[config.mk]
export PLATFORM = sky130hd
export DESIGN_NAME = epoch_seconds_to_calendar
export DESIGN_NICKNAME = d
export VERILOG_FILES = /design/src/rtl/estc_pkg.sv /design/src/rtl/estc_cdiv.sv /design/src/rtl/epoch_seconds_to_calendar.sv
export SDC_FILE = /design/constraint.sdc
export NUM_CORES = 2
export LEC_CHECK = 0
export BUFFER_PORTS_ARGS = -buffer_cell sky130_fd_sc_hd__buf_2
export CORE_MARGIN = 2
export CORE_UTILIZATION = 40
export CTS_CLUSTER_SIZE = 8
export DETAILED_ROUTE_END_ITERATION = 8
export PLACE_DENSITY = 0.58
export SLEW_MARGIN = 20
export SYNTH_ARGS = -nofsm -noshare
export SYNTH_HDL_FRONTEND = slang
export SYNTH_SLANG_ARGS = --single-unit
[constraint.sdc]
create_clock -name clk -period 9.1 [get_ports clk]
set_input_delay 0.91 -clock clk [delete_from_list [all_inputs] [get_ports clk]]
set_output_delay 0.91 -clock clk [all_outputs]
set_load 0.01 [all_outputs]
[src/rtl/estc_pkg.sv]
package estc_pkg;

    localparam logic [31:0] Y2K_UNIX_SECONDS = 32'd946684800;
    localparam int          CYCLE_DAYS       = 1461;
    localparam logic [11:0] BASE_YEAR        = 12'd2000;
    localparam logic [15:0] FIRST_WEEKDAY    = 16'd5;
    localparam int          NUM_STAGES       = 11;

    typedef logic [1:0]  year_idx_t;
    typedef logic [3:0]  month_idx_t;
    typedef logic [10:0] cycle_day_t;

    typedef struct packed {
        logic mul;
        logic fix;
    } cdiv_load_t;

    localparam cycle_day_t MONTH_START [4][12] = '{
        '{11'd0,    11'd31,   11'd60,   11'd91,   11'd121,  11'd152,
          11'd182,  11'd213,  11'd244,  11'd274,  11'd305,  11'd335},
        '{11'd366,  11'd397,  11'd425,  11'd456,  11'd486,  11'd517,
          11'd547,  11'd578,  11'd609,  11'd639,  11'd670,  11'd700},
        '{11'd731,  11'd762,  11'd790,  11'd821,  11'd851,  11'd882,
          11'd912,  11'd943,  11'd974,  11'd1004, 11'd1035, 11'd1065},
        '{11'd1096, 11'd1127, 11'd1155, 11'd1186, 11'd1216, 11'd1247,
          11'd1277, 11'd1308, 11'd1339, 11'd1369, 11'd1400, 11'd1430}
    };

endpackage

[src/rtl/estc_cdiv.sv]
module estc_cdiv #(
    parameter int IN_W    = 32,
    parameter int DIVISOR = 60,
    parameter int Q_W     = 26,
    parameter int R_W     = 6
) (
    input  logic                clk,
    input  estc_pkg::cdiv_load_t load,
    input  logic [IN_W-1:0]     dividend,
    output logic [Q_W-1:0]      quotient,
    output logic [R_W-1:0]      remainder
);
    import estc_pkg::*;

    localparam int SHIFT = IN_W + $clog2(DIVISOR) - 1;
    localparam int PW    = 2 * IN_W + 1;
    localparam logic [IN_W:0]   MULT  = (IN_W + 1)'(((64'd1 << SHIFT) / DIVISOR));
    localparam logic [IN_W-1:0] DIV_C = IN_W'(DIVISOR);

    logic [PW-1:0]   prod;
    logic [Q_W-1:0]  est_reg;
    logic [IN_W-1:0] num_reg;
    logic [IN_W-1:0] rem_raw;
    logic [Q_W-1:0]  quo_next;
    logic [IN_W-1:0] rem_next;
    logic [Q_W-1:0]  quo_reg;
    logic [R_W-1:0]  rem_reg;

    // The reciprocal estimate is at most one below the true quotient.
    assign prod = PW'(dividend) * PW'(MULT);

    always_comb
    begin
        rem_raw = num_reg - IN_W'(est_reg) * DIV_C;
        if (rem_raw >= DIV_C)
        begin
            quo_next = est_reg + Q_W'(1);
            rem_next = rem_raw - DIV_C;
        end
        else
        begin
            quo_next = est_reg;
            rem_next = rem_raw;
        end
    end

    always_ff @(posedge clk)
    begin
        if (load.mul)
        begin
            est_reg <= prod[SHIFT +: Q_W];
            num_reg <= dividend;
        end
        if (load.fix)
        begin
            quo_reg <= quo_next;
            rem_reg <= rem_next[R_W-1:0];
        end
    end

    assign quotient  = quo_reg;
    assign remainder = rem_reg;

endmodule

[src/rtl/epoch_seconds_to_calendar.sv]
// An input transfer is registered, passes the divisions, then the year and month stages.
// Throughput: one transfer per cycle while the output is not stalled; each of the five
// constant divisions takes two stages (reciprocal multiply, then a single correction step).
// A stalled output holds only the stages that are full; empty stages keep filling.
// Reset clears the stage valid bits only; data registers are not reset.
module epoch_seconds_to_calendar (
    input  logic        clk,
    input  logic        rst_n,
    input  logic        seconds_valid,
    output logic        seconds_stall,
    input  logic [31:0] unix_seconds,
    output logic        calendar_valid,
    input  logic        calendar_stall,
    output logic [11:0] year,
    output logic [3:0]  month,
    output logic [4:0]  day_of_month,
    output logic [8:0]  day_of_year,
    output logic [2:0]  weekday,
    output logic [4:0]  hour,
    output logic [5:0]  minute,
    output logic [5:0]  second
);
    import estc_pkg::*;

    logic [NUM_STAGES-1:0] valid_reg;
    logic [NUM_STAGES-1:0] advance;

    logic [31:0] t_next;
    logic [31:0] t_reg;

    logic [25:0] a_quo;
    logic [5:0]  a_rem;
    logic [19:0] b_quo;
    logic [5:0]  b_rem;
    logic [15:0] c_quo;
    logic [4:0]  c_rem;
    logic [4:0]  d_quo;
    logic [10:0] d_rem;
    logic [2:0]  e_rem;
    logic [15:0] wday_dividend;

    logic [5:0] sec_pipe_reg  [3:9];
    logic [5:0] min_pipe_reg  [5:9];
    logic [4:0] hour_pipe_reg [7:9];

    year_idx_t  yi_next;
    year_idx_t  yi_reg;
    cycle_day_t dcyc_reg;
    logic [11:0] year_next;
    logic [8:0]  yday_next;
    logic [11:0] year9_reg;
    logic [8:0]  yday9_reg;
    logic [2:0]  wday9_reg;

    month_idx_t mi_next;
    logic [3:0] month_next;
    logic [4:0] mday_next;

    logic [11:0] year_reg;
    logic [3:0]  month_reg;
    logic [4:0]  mday_reg;
    logic [8:0]  yday_reg;
    logic [2:0]  wday_reg;
    logic [4:0]  hour_reg;
    logic [5:0]  min_reg;
    logic [5:0]  sec_reg;

    always_comb
    begin
        advance[NUM_STAGES-1] = !valid_reg[NUM_STAGES-1] || !calendar_stall;
        for (int k = NUM_STAGES - 2; k >= 0; k--)
        begin
            advance[k] = !valid_reg[k] || advance[k+1];
        end
    end

    assign seconds_stall  = !advance[0];
    assign calendar_valid = valid_reg[NUM_STAGES-1];

    always_ff @(posedge clk or negedge rst_n)
    begin
        if (!rst_n)
        begin
            valid_reg <= '0;
        end
        else
        begin
            if (advance[0])
            begin
                valid_reg[0] <= seconds_valid;
            end
            for (int k = 1; k < NUM_STAGES; k++)
            begin
                if (advance[k])
                begin
                    valid_reg[k] <= valid_reg[k-1];
                end
            end
        end
    end

    // Times before 2000 collapse to zero, which decodes to 2000-01-01 00:00:00.
    assign t_next = (unix_seconds >= Y2K_UNIX_SECONDS) ? unix_seconds - Y2K_UNIX_SECONDS : '0;

    always_ff @(posedge clk)
    begin
        if (advance[0])
        begin
            t_reg <= t_next;
        end
    end

    estc_cdiv #(.IN_W(32), .DIVISOR(60), .Q_W(26), .R_W(6)) u_div_sec (
        .clk       (clk),
        .load      ('{mul: advance[1], fix: advance[2]}),
        .dividend  (t_reg),
        .quotient  (a_quo),
        .remainder (a_rem)
    );

    estc_cdiv #(.IN_W(26), .DIVISOR(60), .Q_W(20), .R_W(6)) u_div_min (
        .clk       (clk),
        .load      ('{mul: advance[3], fix: advance[4]}),
        .dividend  (a_quo),
        .quotient  (b_quo),
        .remainder (b_rem)
    );

    estc_cdiv #(.IN_W(20), .DIVISOR(24), .Q_W(16), .R_W(5)) u_div_hour (
        .clk       (clk),
        .load      ('{mul: advance[5], fix: advance[6]}),
        .dividend  (b_quo),
        .quotient  (c_quo),
        .remainder (c_rem)
    );

    estc_cdiv #(.IN_W(16), .DIVISOR(CYCLE_DAYS), .Q_W(5), .R_W(11)) u_div_cycle (
        .clk       (clk),
        .load      ('{mul: advance[7], fix: advance[8]}),
        .dividend  (c_quo),
        .quotient  (d_quo),
        .remainder (d_rem)
    );

    assign wday_dividend = c_quo + FIRST_WEEKDAY;

    estc_cdiv #(.IN_W(16), .DIVISOR(7), .Q_W(13), .R_W(3)) u_div_week (
        .clk       (clk),
        .load      ('{mul: advance[7], fix: advance[8]}),
        .dividend  (wday_dividend),
        .quotient  (),
        .remainder (e_rem)
    );

    always_ff @(posedge clk)
    begin
        if (advance[3])
        begin
            sec_pipe_reg[3] <= a_rem;
        end
        for (int k = 4; k <= 9; k++)
        begin
            if (advance[k])
            begin
                sec_pipe_reg[k] <= sec_pipe_reg[k-1];
            end
        end
        if (advance[5])
        begin
            min_pipe_reg[5] <= b_rem;
        end
        for (int k = 6; k <= 9; k++)
        begin
            if (advance[k])
            begin
                min_pipe_reg[k] <= min_pipe_reg[k-1];
            end
        end
        if (advance[7])
        begin
            hour_pipe_reg[7] <= c_rem;
        end
        for (int k = 8; k <= 9; k++)
        begin
            if (advance[k])
            begin
                hour_pipe_reg[k] <= hour_pipe_reg[k-1];
            end
        end
    end

    always_comb
    begin
        if (d_rem >= MONTH_START[3][0])
        begin
            yi_next = 2'd3;
        end
        else if (d_rem >= MONTH_START[2][0])
        begin
            yi_next = 2'd2;
        end
        else if (d_rem >= MONTH_START[1][0])
        begin
            yi_next = 2'd1;
        end
        else
        begin
            yi_next = 2'd0;
        end
        yday_next = 9'(d_rem - MONTH_START[yi_next][0]);
        year_next = BASE_YEAR + {5'd0, d_quo, 2'b00} + {10'd0, yi_next};
    end

    always_ff @(posedge clk)
    begin
        if (advance[9])
        begin
            yi_reg    <= yi_next;
            dcyc_reg  <= d_rem;
            year9_reg <= year_next;
            yday9_reg <= yday_next;
            wday9_reg <= e_rem;
        end
    end

    always_comb
    begin
        mi_next = '0;
        for (int m = 1; m < 12; m++)
        begin
            if (dcyc_reg >= MONTH_START[yi_reg][m])
            begin
                mi_next = 4'(m);
            end
        end
        month_next = mi_next + 4'd1;
        mday_next  = 5'(dcyc_reg - MONTH_START[yi_reg][mi_next] + 11'd1);
    end

    always_ff @(posedge clk)
    begin
        if (advance[10])
        begin
            year_reg  <= year9_reg;
            month_reg <= month_next;
            mday_reg  <= mday_next;
            yday_reg  <= yday9_reg;
            wday_reg  <= wday9_reg;
            hour_reg  <= hour_pipe_reg[9];
            min_reg   <= min_pipe_reg[9];
            sec_reg   <= sec_pipe_reg[9];
        end
    end

    assign year         = year_reg;
    assign month        = month_reg;
    assign day_of_month = mday_reg;
    assign day_of_year  = yday_reg;
    assign weekday      = wday_reg;
    assign hour         = hour_reg;
    assign minute       = min_reg;
    assign second       = sec_reg;

endmodule

* Word-level counts from Yosys, hierarchy flattened
Memories as Yosys holds them, arrays and structs flattened. A register that Yosys moved wholly into a read port is not among the register bits.
Index checks and enable logic that the tools add are counted.
** Storage, ports and cells
- Bits of input ports :: 36
- Logic and storage cells :: 172
- Bits in writable memories :: 87
- Output and inout bits :: 52
- Memories :: 3
- Flip-flop bits (word level) :: 401
** Operators by class
- Bitwise logic cells :: 3
- Reduce and logical (&&, ||, !) cells :: 24
- Mux-type cells :: 46
- Multipliers :: 10
- Magnitude comparators :: 23
- $add $sub $neg :: 22
** Memory list
- sec_pipe_reg :: depth 7, bits a word 6, rd ports 7, clocked after Yosys merged registers in 1, write ports 7, RTL line epoch_seconds_to_calendar.sv:42 : logic [5:0] sec_pipe_reg [3:9];
- min_pipe_reg :: depth 5, bits a word 6, rd ports 5, clocked after Yosys merged registers in 1, write ports 5, RTL line epoch_seconds_to_calendar.sv:43 : logic [5:0] min_pipe_reg [5:9];
- hour_pipe_reg :: depth 3, bits a word 5, rd ports 3, clocked after Yosys merged registers in 1, write ports 3, RTL line epoch_seconds_to_calendar.sv:44 : logic [4:0] hour_pipe_reg [7:9];
** Operators with widths (number)
- 132-bit binary-select mux with 2-bit select :: 2
- 132-bit two-way mux :: 2
- 130-bit two-way mux :: 2
- 11-bit >= comparator :: 11
- 16-bit by 16-bit multiplier with 31-bit output (second input constant) :: 2
- 32-bit by 29-bit multiplier with 60-bit output (second input constant) :: 1
- 26-bit by 25-bit multiplier with 50-bit output (second input constant) :: 1
- 11-bit binary-select mux with 4-bit select :: 1
- 4-bit two-way mux :: 10
- 20-bit by 19-bit multiplier with 39-bit output (second input constant) :: 1
- 32-bit by 30-bit >= comparator with 1-bit output (second input constant) :: 1
- 32-bit by 6-bit >= comparator with 1-bit output (second input constant) :: 1
- 16-bit subtractor :: 2
- 32-bit by 30-bit subtractor with 32-bit output (second input constant) :: 1
- 32-bit subtractor :: 1
- 26-bit by 4-bit multiplier with 30-bit output (second input constant) :: 1
- 26-bit by 1-bit adder with 26-bit output (second input constant) :: 1
- 26-bit by 6-bit >= comparator with 1-bit output (second input constant) :: 1
- 26-bit two-way mux :: 1
- 26-bit subtractor :: 1
- 20-bit by 4-bit multiplier with 24-bit output (second input constant) :: 1
- 20-bit by 1-bit adder with 20-bit output (second input constant) :: 1
- 20-bit by 5-bit >= comparator with 1-bit output (second input constant) :: 1
- 20-bit two-way mux :: 1
- 34 further kinds :: 80

* Depth between registers and ports, before layout
- Depth in word-level cells :: 22
- Gate-level depth with buffers :: 32
- Depth with buffers taken out :: 30

* Modules after synthesis
A second synthesis with hierarchy kept.
** Second synthesis, totals
- Cell total of the unflattened synthesis :: 5855
- Area, all modules :: 61865.6 um^2
** Modules (own cells, without submodules)
- estc_cdiv at u_div_sec :: area an instance 15852.7 um^2, instances 1, cells each 1560, sequential area each 2702.6 um^2
- estc_cdiv at u_div_min :: area an instance 11477.3 um^2, instances 1, cells each 1111, sequential area each 2162.1 um^2
- epoch_seconds_to_calendar :: area an instance 10395.0 um^2, instances 1, cells each 793, sequential area each 6281.0 um^2
- estc_cdiv at u_div_hour :: area an instance 10025.9 um^2, instances 1, cells each 1002, sequential area each 1711.6 um^2
- estc_cdiv at u_div_cycle :: area an instance 7977.7 um^2, instances 1, cells each 791, sequential area each 1111.1 um^2
- estc_cdiv at u_div_week :: area an instance 6137.1 um^2, instances 1, cells each 598, sequential area each 1351.3 um^2

* Least setup slack after synthesis
OpenSTA, ideal clock, no wires.
- Kind :: reg2reg
- Start point :: register u_div_sec.est_reg[3]
- End point :: register u_div_sec.quo_reg[23] (netlist: u_div_sec.quotient[23]) (data pin)
- Arrival :: 6.910 ns
- Setup slack :: 1.922 ns
- Path buffers :: 2
- Cell stages (with the launch flop) :: 33
- Path through :: edfxtp_1 > inv_1 > fa_1 > fa_1 > inv_1 > ha_1 > nor2b_1 > o21ai_0 > a21boi_0 > o21ai_0 > o21ai_0 > a21oi_1 > o2bb2ai_1 > o21ai_0 > o211ai_1 > o21ai_0 > o41ai_1 > xor2_1 > ha_1 > nor2b_1 > a32o_1 > or4_1 > nor4_1 > nand4_1 > nor4_1 > nor4b_2 > nand4_1 > or4b_1 > clkbuf_1 > and4_4 > buf_6 > nand4_1 > xnor2_1
** Between the ends
- Longest elaborated chain between the ends :: 4
** RTL lines
- from (decl) :: RTL line estc_cdiv.sv:21 : logic [Q_W-1:0] est_reg;
- from (signal assigned) :: RTL line estc_cdiv.sv:51 : est_reg <= prod[SHIFT +: Q_W];
- 26-bit by 4-bit multiplier with 30-bit output :: RTL line estc_cdiv.sv:34 : rem_raw = num_reg - IN_W'(est_reg) * DIV_C;
- 32-bit subtractor :: RTL line estc_cdiv.sv:34
- 32-bit by 6-bit >= comparator with 1-bit output :: RTL line estc_cdiv.sv:35 : if (rem_raw >= DIV_C)
- 26-bit two-way mux * :: RTL line estc_cdiv.sv:35
- via u_div_sec.quo_next[23] :: RTL line estc_cdiv.sv:24 : logic [Q_W-1:0] quo_next;
- to (signal assigned) :: RTL line estc_cdiv.sv:56 : quo_reg <= quo_next;
- to (decl) :: RTL line estc_cdiv.sv:26 : logic [Q_W-1:0] quo_reg;
Mark *: on every way through the listed nets, which the timed path passes. The rest lies on a longest branch.
A chain may end at the register's enable or synchronous reset.

* Worst setup path after layout
- Start point :: register u_div_sec.est_reg[3]
- End point :: register u_div_sec.quo_reg[17] (netlist: u_div_sec.quotient[17]) (data pin)
Same word-level chain as after synthesis.

==> results.toml <==
[synthesis]
avgSynthCellArea_um2 = 10.9
synth.distinct_cells = 86
synth-edff-count = 488
syn_nets = 7132
yosys-top-cells-count = "ha_1, inv_1, fa_1, edfxtp_1, a21oi_1"
synthArstFlopShare_pct = 2.20
syn_inst = 5347
yosysTopAreaCell = "edfxtp_1"
synth_most_common_cell = "ha_1"
yosys-top-cells-area = "edfxtp_1, ha_1, fa_1"
synth_seq_cells = 499
yosysTopAreaCellShare_pct = 25.1
syn_area_mm2 = 0.0583
yosys_warnings = 0
seq_area_frac_synth_pct = 25.6
ys.flop_type = "edfxtp_1"

[routing]
dr.pass1.iters = 6
detail-route-antenna-nets = 0
drcViolationCount = 0
drt_iter0_drc = 2149
detail_route.wl_per_cell_um = 17.9
wl_mm = 133
via_per_inst = 5.11
via_count = 38000

[timing]
worst_slew_margin_rel_pct = 32.1
finalClockSkew_ns = 0.0447
finalCritPeriodShare_pct = 90.5
fin_tns_setup_ns = 0
rsz0062_at_grt = "false"
setup_viol_count_final = 0
layout_setup_ws_ns = 0.864
max_freq_mhz = 121
finalWorstPathRequiredPeriod_ns = 8.24
tightest_slew_ns = 1.01
hold_viol_final = 0
timing.hold.ws_ns = 0.134
slew_violations = 0

[setup_path]
cp_slowest_cell = "or4b_4"
critPathCaptureType = "flop"
crit_arrival_ns = 8.62
crit_start = "u_div_sec.est_reg[3]"
cpMostUsedCell = "o21ai_0"
worstPathMaxFanout = 8
timing.rr.start = "u_div_sec.est_reg[3]"
critPathLaunchType = "flop"
cpPeakStageDelay_ns = 0.66
critPathRequiredTime_ns = 9.49
r2r_cells = 30
worstSetupPathType = "reg -> reg"

[clock_network]
cts_num_sinks = 499
clk_pin_slew_ns = 0.05
htreeDepth = 3
hold_buffers = 0
clockBufferDepth = 3
numCtsBuffers = 74
insertion_delay_ns = 0.65
cts_tree = "done"
root_buffer = "clkbuf_16"

[place]
place_hpwl_mm = 111
numPortBuffers = 87
place_ws_ns = 0.788
place_area_mm2 = 0.0612
routabilityCongestion = 0.888

[cells_and_area]
nets = 7285
largest_reg_flops = 42
diodes = 0
syn2layout_area_growth_pct = 8.56
layout-drive-gt1-share_pct = 4.62
finish.instance_area_mm2 = 0.0633

[global_routing]
antenna_found_initial = 0
grt_pass1_wl_mm = 216
grt_max_degree = 68
gr-total-overflow = 0
first_global_vias = 39500
grt.total_usage_pct = 18.4

[die]
initial_utilization_pct = 40.2
die-area_mm2 = 0.149
core_area_mm2 = 0.145
rows = 140
die_w_um = 386
top_level_ports = 88
die_height_um = 386

[run]
drv_cap = 0

[run_status]
outcome = "finished, final reports clean"

[min_path]
hold_path_class = "in -> async"
kinds of logic after synthesis:
kind of cell    count (synthesis)  share of synthesized area [%]
buf+inv                      1091                           7.06
mux                            24                          0.431
simple gates                  823                           7.14
compound gates                844                           9.50
fa+ha+maj                    1749                           45.5
flops                         499                           25.6
xor+xnor                      317                           4.78
path summary, 6_finish.rpt:
check                                               to  slack, ns
worst min register to register      sec_pipe_reg[5][3]       0.39
worst max register to register  u_div_sec.quotient[17]       0.86
max in group asynchronous                 valid_reg[5]       8.76
min in group clk                    sec_pipe_reg[5][3]       0.39
worst min-delay path                     valid_reg[10]       0.13
worst max-delay path            u_div_sec.quotient[17]       0.86
worst max-delay path, delay by kind of cell (launching register included):
family                   cells  cell delay [ns]
AND/OR/NAND/NOR             11             3.04
AO/OA/AOI/OAI               11             2.33
adder cells (fa/ha/maj)      4             1.71
flip-flops                   1             0.49
buffers and inverters        2             0.23
XOR/XNOR                     2             0.20
final cells by class:
| class | count | area, µm² |
|---|---|---|
| timing repair buffer | 113 | 631 |
| tap | 1917 | 2400 |
| clock inverter | 12 | 191 |
| multi-input combinational | 3757 | 39300 |
| clock buffer | 86 | 1900 |
| inverter | 1055 | 3960 |
| fill | 13700 | 81900 |
| sequential | 499 | 14900 |
stage by stage:
stage	std cells	util, %
final	7439	43.6
after global routing	7439	43.6
after CTS	7439	43.6
after detailed placement	7341	42.2
after global placement	7341	42.2
after floorplan	5347	-
layer usage:
layer | routed length (µm) | GRT usage (%)
met2 | 61600 | 29.9
met4 | 2720 | 4.09
met5 | 0 | 0
met1 | 64100 | 26.3
met3 | 4820 | 2.16
layout by cell type (no fill, tap or decap), types with 18 or more instances in the layout:
| cell | n |
|---|---|
| fa_1 | 619 |
| nor3_1 | 65 |
| buf_2 | 87 |
| nand3_1 | 83 |
| a31oi_1 | 35 |
| nor2_1 | 205 |
| nor2b_1 | 52 |
| xnor2_1 | 234 |
| inv_1 | 1049 |
| nand4_1 | 47 |
| and3_1 | 38 |
| o21ai_0 | 148 |
| nand2_1 | 156 |
| a21o_1 | 116 |
| o21bai_1 | 31 |
| clkbuf_16 | 74 |
| edfxtp_1 | 488 |
| a211oi_1 | 30 |
| or3_1 | 18 |
| o211ai_1 | 24 |
| buf_4 | 26 |
| o21a_1 | 52 |
| xor2_1 | 82 |
| nand2b_1 | 54 |
| nor4_1 | 18 |
| o31ai_1 | 19 |
| a21oi_1 | 235 |
| ha_1 | 1130 |
repair_timing:
item,in CTS,in global routing
endpoints found under the setup margin,0,19
endpoints found under the hold margin,0,0
buffers inserted,0,0
resized for setup,0,1
Power is not shown: default switching activity piles up to over one toggle a cycle in this logic, so the estimate is an artifact.
